File: src/rtl/pcsd_pkg.sv
// shared widths and stage payload type for the pixel channel spread pipeline
// no dependencies; imported by every module of the block
`default_nettype none

package pcsd_pkg;

	localparam int unsigned CHAN_W  = 8;   // one colour channel
	localparam int unsigned DIFF_W  = 11;  // signed b+c-2a, range -510..510
	localparam int unsigned MAG_W   = 9;   // magnitude of a difference, 0..510
	localparam int unsigned SQ_W    = 2 * MAG_W;
	localparam int unsigned SUM_W   = SQ_W + 2;
	localparam int unsigned Q_W     = 19;  // Q stays at or below 390150
	localparam int unsigned Q4_W    = Q_W + 2;
	localparam int unsigned ROOT_W  = 7;   // spread, search range 0..127
	localparam int unsigned ODD_W   = ROOT_W + 1;
	localparam int unsigned ODDSQ_W = 2 * ODD_W;

	// payload handed from one root cell to the next
	typedef struct packed {
		logic [Q4_W-1:0]   q4;
		logic [ROOT_W-1:0] root;
	} pcsd_cell_t;

endpackage

`default_nettype wire

File: src/rtl/pcsd_front.sv
// front end: channel differences, their squares and the scaled sum 4Q
// three pipeline stages; uses pcsd_pkg
`default_nettype none

module pcsd_front
	import pcsd_pkg::*;
(
	input  wire logic              clk,
	input  wire logic              arst_n,
	input  wire logic              en,
	input  wire logic              in_vld,
	input  wire logic [CHAN_W-1:0] chan_first,
	input  wire logic [CHAN_W-1:0] chan_second,
	input  wire logic [CHAN_W-1:0] chan_third,
	output logic                   out_vld,
	output pcsd_cell_t             out_data
);

	logic [DIFF_W-1:0] da, db, dc;
	logic [MAG_W-1:0]  ma_s1, mb_s1, mc_s1;
	logic [SQ_W-1:0]   sa_s2, sb_s2, sc_s2;
	logic [SUM_W-1:0]  sum;
	logic              vld_s1, vld_s2, vld_s3;
	pcsd_cell_t        data_s3;

	function automatic logic [DIFF_W-1:0] diff_of(
		input logic [CHAN_W-1:0] x,
		input logic [CHAN_W-1:0] y,
		input logic [CHAN_W-1:0] z
	);
		// s - 3x = y + z - 2x
		diff_of = DIFF_W'(y) + DIFF_W'(z) - (DIFF_W'(x) << 1);
	endfunction

	function automatic logic [MAG_W-1:0] mag_of(input logic [DIFF_W-1:0] d);
		logic [DIFF_W-1:0] m;
		m = d[DIFF_W-1] ? (~d + DIFF_W'(1)) : d;
		mag_of = m[MAG_W-1:0];
	endfunction

	assign da = diff_of(chan_first, chan_second, chan_third);
	assign db = diff_of(chan_second, chan_first, chan_third);
	assign dc = diff_of(chan_third, chan_first, chan_second);

	assign sum = SUM_W'(sa_s2) + SUM_W'(sb_s2) + SUM_W'(sc_s2);

	always_ff @(posedge clk or negedge arst_n) begin
		if (!arst_n) begin
			vld_s1 <= 1'b0;
			vld_s2 <= 1'b0;
			vld_s3 <= 1'b0;
		end else if (en) begin
			vld_s1 <= in_vld;
			vld_s2 <= vld_s1;
			vld_s3 <= vld_s2;
		end
	end

	always_ff @(posedge clk) begin
		if (en) begin
			ma_s1 <= mag_of(da);
			mb_s1 <= mag_of(db);
			mc_s1 <= mag_of(dc);
			sa_s2 <= ma_s1 * ma_s1;
			sb_s2 <= mb_s1 * mb_s1;
			sc_s2 <= mc_s1 * mc_s1;
			data_s3.q4   <= {sum[Q_W-1:0], 2'b00};
			data_s3.root <= '0;
		end
	end

	assign out_vld  = vld_s3;
	assign out_data = data_s3;

endmodule

`default_nettype wire

File: src/rtl/pcsd_root_cell.sv
// one cell of the root search chain: decides one bit of the spread
// keeps the bit if 27*(2r-1)^2 <= 4Q holds for the trial value; uses pcsd_pkg
`default_nettype none

module pcsd_root_cell
	import pcsd_pkg::*;
#(
	parameter int unsigned BIT = 0
) (
	input  wire logic       clk,
	input  wire logic       arst_n,
	input  wire logic       en,
	input  wire logic       in_vld,
	input  pcsd_cell_t      in_data,
	output logic            out_vld,
	output pcsd_cell_t      out_data
);

	logic [ROOT_W-1:0]  trial;
	logic [ODD_W-1:0]   odd;
	logic [ODDSQ_W-1:0] odd_sq;
	logic [Q4_W-1:0]    bound;
	logic               vld_q;
	pcsd_cell_t         data_q;

	assign trial  = in_data.root | (ROOT_W'(1) << BIT);
	assign odd    = {trial, 1'b0} - ODD_W'(1);
	assign odd_sq = odd * odd;
	// times 27 as 16 + 8 + 2 + 1
	assign bound  = (Q4_W'(odd_sq) << 4) + (Q4_W'(odd_sq) << 3)
	              + (Q4_W'(odd_sq) << 1) + Q4_W'(odd_sq);

	always_ff @(posedge clk or negedge arst_n) begin
		if (!arst_n) begin
			vld_q <= 1'b0;
		end else if (en) begin
			vld_q <= in_vld;
		end
	end

	always_ff @(posedge clk) begin
		if (en) begin
			data_q.q4   <= in_data.q4;
			data_q.root <= (bound <= in_data.q4) ? trial : in_data.root;
		end
	end

	assign out_vld  = vld_q;
	assign out_data = data_q;

endmodule

`default_nettype wire

File: src/rtl/pixel_channel_std_deviation_top.sv
// top level of the pixel channel spread block: stream ports, front end, root cells
// depends on pcsd_pkg, pcsd_front and pcsd_root_cell
`default_nettype none

// Takes one pixel of three 8-bit channels per transfer and returns the rounded
// population standard deviation of the channels (0..120), the saturation weight
// of exposure fusion. Throughput is one pixel per clock while results are taken.
// The pipeline has ten register stages: three form the differences, squares and
// 4Q, then a chain of seven cells decides the result one bit per cycle while the
// pipeline advances, most significant bit first. The whole pipeline holds while
// the output register carries a result that is not taken, and moves on otherwise.
module pixel_channel_std_deviation_top
	import pcsd_pkg::*;
(
	input  wire logic        clk,
	input  wire logic        arst_n,
	input  wire logic        s_tvalid,
	output logic             s_tready,
	input  wire logic [23:0] s_tdata,   // chan_first [7:0], chan_second [15:8], chan_third [23:16]
	output logic             m_tvalid,
	input  wire logic        m_tready,
	output logic [7:0]       m_tdata    // spread [6:0], zero [7]
);

	logic       en;
	logic       vld [ROOT_W+1];
	pcsd_cell_t data [ROOT_W+1];

	// advance while the output stage is empty or its transfer completes
	assign en       = !m_tvalid || m_tready;
	assign s_tready = en;

	pcsd_front u_front (
		.clk         (clk),
		.arst_n      (arst_n),
		.en          (en),
		.in_vld      (s_tvalid),
		.chan_first  (s_tdata[7:0]),
		.chan_second (s_tdata[15:8]),
		.chan_third  (s_tdata[23:16]),
		.out_vld     (vld[0]),
		.out_data    (data[0])
	);

	for (genvar i = 0; i < ROOT_W; i++) begin : g_cell
		pcsd_root_cell #(
			.BIT (ROOT_W - 1 - i)
		) u_cell (
			.clk      (clk),
			.arst_n   (arst_n),
			.en       (en),
			.in_vld   (vld[i]),
			.in_data  (data[i]),
			.out_vld  (vld[i+1]),
			.out_data (data[i+1])
		);
	end

	assign m_tvalid = vld[ROOT_W];
	assign m_tdata  = {1'b0, data[ROOT_W].root};

endmodule

`default_nettype wire

File: config.mk
export PLATFORM = sky130hd
export DESIGN_NAME = pixel_channel_std_deviation_top
export DESIGN_NICKNAME = d
export VERILOG_FILES = /design/src/rtl/pcsd_pkg.sv /design/src/rtl/pcsd_front.sv /design/src/rtl/pcsd_root_cell.sv /design/src/rtl/pixel_channel_std_deviation_top.sv
export SDC_FILE = /design/constraint.sdc
export NUM_CORES = 1
export LEC_CHECK = 0
export ABC_AREA = 1
export BUFFER_PORTS_ARGS = -buffer_cell sky130_fd_sc_hd__clkbuf_2
export CAP_MARGIN = 20
export CORE_ASPECT_RATIO = 0.6
export CORE_MARGIN = 10
export CORE_UTILIZATION = 53
export DETAILED_ROUTE_END_ITERATION = 8
export HOLD_SLACK_MARGIN = 0.08
export PLACE_DENSITY = 0.73
export SLEW_MARGIN = 0
export SYNTH_ARGS = -nofsm -noshare
export SYNTH_HDL_FRONTEND = slang
export SYNTH_SLANG_ARGS = --single-unit
File: constraint.sdc
create_clock -name clk -period 9.3 [get_ports clk]
set_clock_uncertainty 0.2 [all_clocks]
set_input_delay 1.86 -clock clk [delete_from_list [all_inputs] [get_ports clk]]
set_output_delay 1.86 -clock clk [all_outputs]
set_load 0.01 [all_outputs]
## Yosys cells after proc, flatten, opt, wreduce, memory -nomap -nowiden

Index checks and enable logic that the tools add are counted.

| word-level totals | value |
|---|---|
| bits in registers | 273 |
| input bits | 28 |
| output and inout port bits | 10 |
| logic and storage cells | 96 |

| operators by class | value |
|---|---|
| add/subtract/negate cells | 35 |
| multiply operators | 9 |
| order comparisons | 7 |
| multiplexer cells | 3 |
| bitwise gates (word level) | 3 |
| reduce and logical (&&, ||, !) cells | 2 |

Operators by type and width:

| kind | number |
|---|---|
| $add A20 B19 Y21 | 6 |
| $add A21 B16 Y21 | 6 |
| $add A21 B17 Y21 | 6 |
| $le A21 B21 Y1 | 6 |
| $mul A8 B8 Y16 | 6 |
| $mul A9 B9 Y18 | 3 |
| $sub A8 B1 Y8 const B | 6 |
| $sub A9 B9 Y10 | 3 |
| $add A8 B8 Y9 | 3 |
| $add A9 B1 Y9 const B | 3 |
| $mux W9 | 3 |
| $not A9 Y9 | 3 |
| $le A19 B21 Y1 const A | 1 |
| $add A18 B18 Y19 | 1 |
| $add A19 B18 Y19 | 1 |
| $logic_not A1 Y1 | 1 |
| $logic_or A1 B1 Y1 | 1 |

## Longest topological paths before layout

Gate-level depths: netlist (run 1).

| logic depth | value |
|---|---|
| word-level depth | 6 |
| gate-level depth with buffers | 42 |
| depth with buffers taken out | 41 |

## By module

Synthesis (run 1) repeated with hierarchy kept, for this count alone.

| unflattened totals | value |
|---|---|
| cells, all modules | 5,756 |
| area total of the unflattened synthesis | 45,288.4 µm² |

By module, submodules not included:

| module | instances | cells each | area each (µm²) | sequential area each (µm²) |
|---|---|---|---|---|
| pcsd_front | 1 | 1,628 | 13,241.4 | 2,987.9 |
| pcsd_root_cell (g_cell[0].u_cell) | 1 | 610 | 4,753.3 | 865.8 |
| pcsd_root_cell (g_cell[4].u_cell) | 1 | 608 | 4,702.0 | 865.8 |
| pcsd_root_cell (g_cell[1].u_cell) | 1 | 606 | 4,667.0 | 865.8 |
| pcsd_root_cell (g_cell[3].u_cell) | 1 | 602 | 4,650.7 | 865.8 |
| pcsd_root_cell (g_cell[2].u_cell) | 1 | 599 | 4,636.9 | 865.8 |
| pcsd_root_cell (g_cell[5].u_cell) | 1 | 577 | 4,456.8 | 865.8 |
| pcsd_root_cell (g_cell[6].u_cell) | 1 | 522 | 4,161.5 | 865.8 |
| pixel_channel_std_deviation_top | 1 | 4 | 18.8 | 0.0 |

## Worst setup path after synthesis (run 1)

OpenSTA, ideal clock, no wires.

| timing | value |
|---|---|
| kind | reg2reg |
| start | register g_cell[5].u_cell.data_q (netlist bit g_cell[5].u_cell.out_data[4]) |
| end | register g_cell[6].u_cell.data_q (netlist bit g_cell[6].u_cell.out_data[0]), data pin |
| library setup time | 0.261 ns |
| arrival | 7.015 ns |
| required time | 8.839 ns |
| slack | 1.824 ns |
| stages on the path, launching flop included | 32 |
| path buffers | 1 |
| period minus slack after synthesis | 7.476 ns |
| cells stage by stage | edfxtp_1 -> clkbuf_1 -> nand2_1 -> fa_1 -> fa_1 -> inv_1 -> fa_1 -> inv_1 -> fa_1 -> inv_1 -> ha_1 -> nand2_1 -> o21ai_0 -> a21oi_2 -> xor2_1 -> inv_1 -> fa_1 -> inv_1 -> fa_1 -> inv_1 -> ha_1 -> a21oi_1 -> o21ai_0 -> a21oi_1 -> nand2_1 -> xor2_1 -> ha_1 -> nand2_1 -> nor2_1 -> nand4_1 -> nor4_1 -> nor2_1 |

| between the ends | value |
|---|---|
| word-level cells in the longest chain between the ends | 6 |

RTL lines:

| item | line | text |
|---|---|---|
| from (decl) | pcsd_root_cell.sv:24 | `pcsd_cell_t data_q;` |
| $sub A8 B1 Y8 (*) | pcsd_root_cell.sv:27 | `assign odd = {trial, 1'b0} - ODD_W'(1);` |
| $mul A8 B8 Y16 (*) | pcsd_root_cell.sv:28 | `assign odd_sq = odd * odd;` |
| $add A20 B19 Y21 | pcsd_root_cell.sv:30 | `assign bound = (Q4_W'(odd_sq) << 4) + (Q4_W'(odd_sq) << 3)` |
| $add A21 B17 Y21 | pcsd_root_cell.sv:31 | `+ (Q4_W'(odd_sq) << 1) + Q4_W'(odd_sq);` |
| $add A21 B16 Y21 (*) | pcsd_root_cell.sv:31 |  |
| $le A21 B21 Y1 (*) | pcsd_root_cell.sv:44 | `data_q.root <= (bound <= in_data.q4) ? trial : in_data.root;` |
| to (decl) | pcsd_root_cell.sv:24 |  |

Every way passes the cells marked *; elsewhere a longest branch is shown, timed or not.
A chain may end at the register's enable or synchronous reset.

## Worst setup path in the final report (run 1)

Same ends and word-level chain as after synthesis.

==> results.ini, run 1 <==
[layout]
regArea_sq_um=7427
layout.nets=4196
syn2layout_area_growth_pct=5.798
nFillCells=4813
num_antenna_cells=0
multiInputGateArea_sq_um=18560
drive_gt1_frac=0.04201
post-route-util=0.5709

[logic_synthesis]
synth_area_sq_um=29460
synth_fa_ha_area_frac=0.3500
synth-edff-count=239
synth_compound_area_frac=0.06902
syn_inst=3466
synth_mux_area_frac=0.003398
synth_top_family_by_area=adder cells
async_flop_share=0.04016
synthFlopType=edfxtp_1
yosys_warnings=0
ys_seq_area_frac=0.2521
synth-xor-area-share=0.05433
ys_types=55
ys_seq_elements=249
synthesis.area_per_instance_sq_um=8.499
synth-simple-area-share=0.1526

[setup_path]
crit_cells=29
worstPathArrival_ps=8130
path_max_fanout=11
timing.critical_path.buf_inv=4
crit_top_cell=fa_1
critPathKind=flop to flop
r2r_cells=29
critPathSlowestCell=edfxtp_1
crit_path_start_kind=flop
cp-endpoint=g_cell[6].u_cell.out_data[0]
rrSetupSlack_ps=1280
r2r-start=g_cell[5].u_cell.out_data[4]
cp_data_required_time_ps=9410
path_delay_family=adder cells
reg2reg_to=g_cell[6].u_cell.out_data[0]
crit_start=g_cell[5].u_cell.out_data[4]
critPathCaptureType=flop
max_stage_delay_ps=590

[placed_design]
portBuffers=36
gp_congestion=0.8996
dp_slack_ps=1318
dp_hpwl_mm=50.27

[clock_tree]
cts_sinks=249
clk_latency_ps=540
post-cts-setup-buffer-count=0
postCtsHoldBufs=0
cts_max_path_buffers=3
htree_levels=1
cts_made_buffers=25
cts_tree=done
cts.reportedPaths.clkPinSlew_ps=70
clockRootBuffer=clkbuf_16
ctsResizeCount=0

[sta]
hold_viol=0
fin_ws_ps=1280
worst_hold_slack_ps=234.8
worstMarginPinSlew_ps=920.2
report.final.slew_viol_count=0
timing.fmax_mhz=124.7
finalCriticalPeriod_ps=8020
relSlewSlack=0.3866
fin_crit_sh=0.8624
tns_ps=0
setup_viol=0
rsz0062_at_grt=no

[global_route]
overflow=0
grt_pass1_vias=20765
grt_max_degree=160
grt_pass1_wl_mm=103.2
grtUsageTotal=0.1862
antenna_found_initial=0

[die]
die_y_um=202.6
dieArea_sq_um=65720
rows=66
die_x_um=324.4
initial_utilization=0.5397
pin_count=38
core_sq_um=54580

[drt]
antenna_left=0
drtIter0Drc=1711
wirelength_mm=60.36
avgRoutedWirePerCell_um=14.21
via_per_inst=5.017
drcViolationCount=0
first_pass_iters=5
via_count=21309

[run_status]
outcome=finished, final reports clean

[run]
maxCapViolCount=0

[min_path]
min_path_type=flop to flop

## synthesized netlist by cell type, types with 4 or more instances
cell | n | share of area
buf_4 | 8 | 0.0020
and2_1 | 4 | 0.00085
inv_1 | 853 | 0.11
nand2_1 | 679 | 0.087
nor2_2 | 4 | 0.00085
o21bai_1 | 20 | 0.0051
nand4_1 | 38 | 0.0081
a21oi_1 | 176 | 0.030
or2_2 | 5 | 0.0011
mux2_2 | 8 | 0.0031
a31oi_1 | 10 | 0.0021
xor2_1 | 108 | 0.032
o21a_1 | 4 | 0.0010
a21o_1 | 26 | 0.0066
dfrtp_1 | 10 | 0.0085
o21ai_2 | 4 | 0.0012
nand2_2 | 17 | 0.0036
nand3_2 | 6 | 0.0020
a211oi_1 | 9 | 0.0023
fa_1 | 235 | 0.16
o21ai_1 | 8 | 0.0014
nor2_1 | 165 | 0.021
xnor2_1 | 66 | 0.020
inv_2 | 9 | 0.0011
ha_1 | 448 | 0.19
nand3_1 | 120 | 0.020
nor3_1 | 19 | 0.0032
o21ai_0 | 72 | 0.012
a21boi_0 | 5 | 0.0013
nand3b_1 | 8 | 0.0020
edfxtp_1 | 239 | 0.24
clkbuf_1 | 40 | 0.0051
## worst reg2reg max path: cells and delay by family (launching register included)
family | cells | cell delay, ps
AO/OA/AOI/OAI | 6 | 1080
XOR/XNOR | 2 | 580
adder cells (fa/ha/maj) | 9 | 4120
buffers and inverters | 4 | 180
flip-flops | 1 | 590
AND/OR/NAND/NOR | 8 | 980
## per-layer routing
layer	global-route usage	wire, um	vias to the layer above
met5	0	0	-
met4	0.02693	806	0
met3	0.03494	4254	52
met2	0.2756	24340	477
met1	0.2832	30960	9886
li1	-	-	10894
## stage by stage
step	std cells	instance area, sq um
2_1_floorplan	3470	29470
3_3_place_gp	4206	30400
3_5_place_dp	4206	30400
4_1_cts	4247	31160
5_1_grt	4247	31160
6_report	4247	31160
## placed cells by master, fill, tap and decap left out, drive strengths merged, types with 3 or more instances in the layout
cell    count
xnor2      66
and2        4
a21o       26
ha        448
conb        5
inv       864
a211oi      9
buf         4
fa        235
a31oi      10
clkbuf     63
xor2      112
dfrtp      10
nor4        3
nand3     126
o211ai      3
nand3b      8
edfxtp    239
a21boi      7
o21ai      85
a21oi     179
nand2     698
nand4      38
nor3       20
mux2        8
o21a        4
a31o        3
o21bai     22
nor2      169
or2         6
clkinv     10
## cell type report
type,instances,share of cell area
Timing Repair Buffer,40,0.007146
Tap cell,748,0.03003
Inverter,864,0.1041
Sequential cell,249,0.2383
Clock buffer,27,0.02031
Clock inverter,14,0.004376
Multi-Input combinational cell,2305,0.5957
## registers in the layout, summed over array words and instances (netlist names), 7 cells and up
| name | flops |
|---|---|
| g_cell.u_cell.out_data | 142 |
| u_front.mc_s1 | 9 |
| u_front.out_data | 19 |
| g_cell.u_cell.out_vld | 7 |
| u_front.mb_s1 | 9 |
| u_front.sa_s2 | 17 |
| u_front.sc_s2 | 17 |
| u_front.sb_s2 | 17 |
| u_front.ma_s1 | 9 |
## cell families after synthesis
| family | after synthesis |
|---|---|
| buffers and inverters | 916 |
| multiplexers | 9 |
| AO/OA/AOI/OAI | 354 |
| flip-flops | 249 |
| adder cells (fa/ha/maj) | 683 |
| AND/OR/NAND/NOR | 1076 |
| other | 1 |
| XOR/XNOR | 178 |
## worst min-delay path by stage
| stage | from | end | cells past startpoint |
|---|---|---|---|
| final | g_cell[2].u_cell.out_data[23] | g_cell[3].u_cell.out_data[23] | 0 |
| after CTS | g_cell[0].u_cell.out_data[9] | g_cell[1].u_cell.out_data[9] | 0 |
| after floorplan | u_front.out_data[26] | g_cell[0].u_cell.out_data[26] | 0 |
| after detailed placement | u_front.out_data[17] | g_cell[0].u_cell.out_data[17] | 0 |
| after global routing | u_front.out_data[25] | g_cell[0].u_cell.out_data[25] | 0 |
| after global placement | g_cell[5].u_cell.out_vld | g_cell[6].u_cell.out_vld | 2 |
Power of run 1 is not shown: default switching activity piles up to over one toggle a cycle in this logic, so the estimate is an artifact.
==> inputs of run 2 (changes only) <==
Settings changed: ABC_AREA 1 to 0.
==> results.ini, run 2 <==
[run_status]
outcome=finished, final reports clean

[placed_design]
gp_congestion=0.9561  ; +6.3%
dp_slack_ps=511.1  ; -806.4 ps
portBuffers=36  ; unchanged
dp_hpwl_mm=49.44  ; -1.6%

[run]
maxCapViolCount=0  ; unchanged

[clock_tree]
cts.reportedPaths.clkPinSlew_ps=60  ; about the same
clk_latency_ps=550  ; about the same
cts_tree=done
clockRootBuffer=clkbuf_16
cts_max_path_buffers=3  ; unchanged
cts_made_buffers=25  ; unchanged
cts_sinks=249  ; unchanged
htree_levels=1  ; unchanged

[sta]
worst_hold_slack_ps=233.3  ; -1.559 ps
finalCriticalPeriod_ps=8802  ; +781.5 ps
worstMarginPinSlew_ps=999.3  ; +79.10 ps
rsz0062_at_grt=no
fin_ws_ps=498.1  ; -781.5 ps
setup_viol=0  ; unchanged
tns_ps=0  ; unchanged
report.final.slew_viol_count=0  ; unchanged
relSlewSlack=0.3338  ; -0.05273
timing.fmax_mhz=113.6  ; -8.9%
fin_crit_sh=0.9464  ; +0.08404
hold_viol=0  ; unchanged

[logic_synthesis]
synth_top_area_frac=0.2592  ; +0.01559
synth_compound_area_frac=0.1104  ; +0.04139
synth-edff-count=239  ; unchanged
yosys.area.top_type=edfxtp_1
async_flop_share=0.04016  ; unchanged
ys_seq_area_frac=0.2683  ; +0.01614
synth_fa_ha_area_frac=0.3731  ; +0.02312
ys_types=70  ; +27%
yosysMostFrequentCell=inv_1
synth_area_sq_um=27690  ; -6.0%
synth-xor-area-share=0.06675  ; +0.01242
synthesis.area_per_instance_sq_um=10.15  ; +19%
syn_inst=2727  ; -21%
synth.area.top_cells=edfxtp_1 (26%), ha_1 (20%), fa_1 (17%)
synthFlopType=edfxtp_1
ys_seq_elements=249  ; unchanged
yosys_warnings=0  ; unchanged
synth_top_family_by_area=adder cells
yosys-top-cells-count=inv_1 (548), ha_1 (448), edfxtp_1 (239)
synth_mux_area_frac=0.007457  ; +0.004059
synth-simple-area-share=0.09459  ; -0.05798

[min_path]
min_path_type=flop to flop

[setup_path]
worstPathArrival_ps=8990  ; +860 ps
critPathKind=flop to flop
crit_path_start_kind=flop
path_max_fanout=8  ; -3
critPathSlowestCell=fa_1
max_stage_delay_ps=550  ; -40 ps
critPathCaptureType=flop
cp_data_required_time_ps=9490  ; +80 ps
crit_top_cell=inv_1

[die]
die_y_um=197.0  ; -2.8%
initial_utilization=0.5394  ; about the same
dieArea_sq_um=62080  ; -5.5%
pin_count=38  ; unchanged
rows=64  ; -3.0%
core_sq_um=51330  ; -6.0%
die_x_um=315.1  ; -2.9%

[drt]
drcViolationCount=0  ; unchanged
drtIter0Drc=1755  ; +2.6%
antenna_left=0  ; unchanged
wirelength_mm=60.36  ; about the same
first_pass_iters=5  ; unchanged
avgRoutedWirePerCell_um=17.30  ; +22%
via_count=19004  ; -11%
via_per_inst=5.447  ; +8.6%

[global_route]
grt_max_degree=97  ; -39%
grt_pass1_wl_mm=98.77  ; -4.3%
grtUsageTotal=0.1952  ; +0.009068
overflow=0  ; unchanged
antenna_found_initial=1  ; +1
grt_pass1_vias=19094  ; -8.0%

[layout]
layout.nets=3489  ; -17%
largest_reg_flops=142  ; unchanged
num_antenna_cells=0  ; unchanged
layout_common_cells=inv_1 (547), ha_1 (448), edfxtp_1 (239), fa_1 (235), xnor2_1 (147)
drive_gt1_frac=0.04471  ; +0.002695
post-route-util=0.5748  ; +0.003866
layout_commonest_cell=inv_1
syn2layout_area_growth_pct=6.571
nFillCells=4278  ; -11%

## run 2: cell types whose count changed after synthesis, moves of 24 or more
cell	change
nand3_1	-94
a21o_1	+45
o21a_1	+32
inv_1	-305
nand4_1	-28
nor2b_1	+40
a21oi_1	-49
clkbuf_1	-24
xnor2_1	+81
nand2_1	-584
and2_1	+100
xor2_1	-44
## run 2: final timing paths
path | slack [ps] | endpoint | startpoint | depth (start not counted)
setup / recovery | 500 | g_cell[6].u_cell.out_data[0] | g_cell[5].u_cell.out_data[4] | 32
hold / removal | 230 | g_cell[5].u_cell.out_data[18] | g_cell[4].u_cell.out_data[18] | 0
setup reg to reg | 500 | g_cell[6].u_cell.out_data[0] | g_cell[5].u_cell.out_data[4] | 32
hold reg to reg | 230 | g_cell[5].u_cell.out_data[18] | g_cell[4].u_cell.out_data[18] | 0
max in group asynchronous | 7740 | g_cell[0].u_cell.out_vld | arst_n | 1
min in group asynchronous | 960 | g_cell[5].u_cell.out_vld | arst_n | 1
## run 2: kinds of logic (layout without fill, tap and decap cells)
family | after synthesis | after routing
AND/OR/NAND/NOR | 520 | 520
multiplexers | 19 | 19
flip-flops | 249 | 249
other | 1 | 5
AO/OA/AOI/OAI | 466 | 466
adder cells (fa/ha/maj) | 685 | 685
buffers and inverters | 576 | 641
XOR/XNOR | 211 | 211
## run 2: per-layer routing
metal	track usage	vias to the layer above	routed length, um
li1	-	9202	-
met1	0.3081	9220	30690
met4	0.02767	2	679
met3	0.05162	50	5740
met5	0.01801	-	152
met2	0.2630	530	23090
## run 2: repair_timing
item,CTS,global route
endpoints found under the setup margin,0,2
hold buffers,0,0
gates resized for setup,0,3
buffers inserted,0,0
## run 2: metrics by stage
| stage | instance area [sq um] | cells |
|---|---|---|
| 6_report | 29500 | 3489 |
| 5_1_grt | 29500 | 3489 |
| 4_1_cts | 29480 | 3488 |
| 3_5_place_dp | 28700 | 3443 |
| 3_3_place_gp | 28700 | 3443 |
| 2_1_floorplan | 27700 | 2731 |
## run 2: critical path: cells and delay by family (launching register included)
family / cells / cell delay (ps)
flops: 1 / 540
fa+ha+maj: 9 / 3970
simple gates: 2 / 510
xor+xnor: 2 / 500
compound gates: 12 / 2420
buf+inv: 7 / 500
## run 2: layout make-up
cell class,count,area (sq um),share of cell area
Timing Repair Buffer,47,262.8,0.008905
Tap cell,693,867.1,0.02939
Inverter,549,2068,0.07010
Multi-Input combinational cell,1906,18090,0.6132
Clock inverter,11,106.4,0.003605
Clock buffer,34,680.7,0.02307
Sequential cell,249,7427,0.2517
Power of run 2 is left out for the same reason.
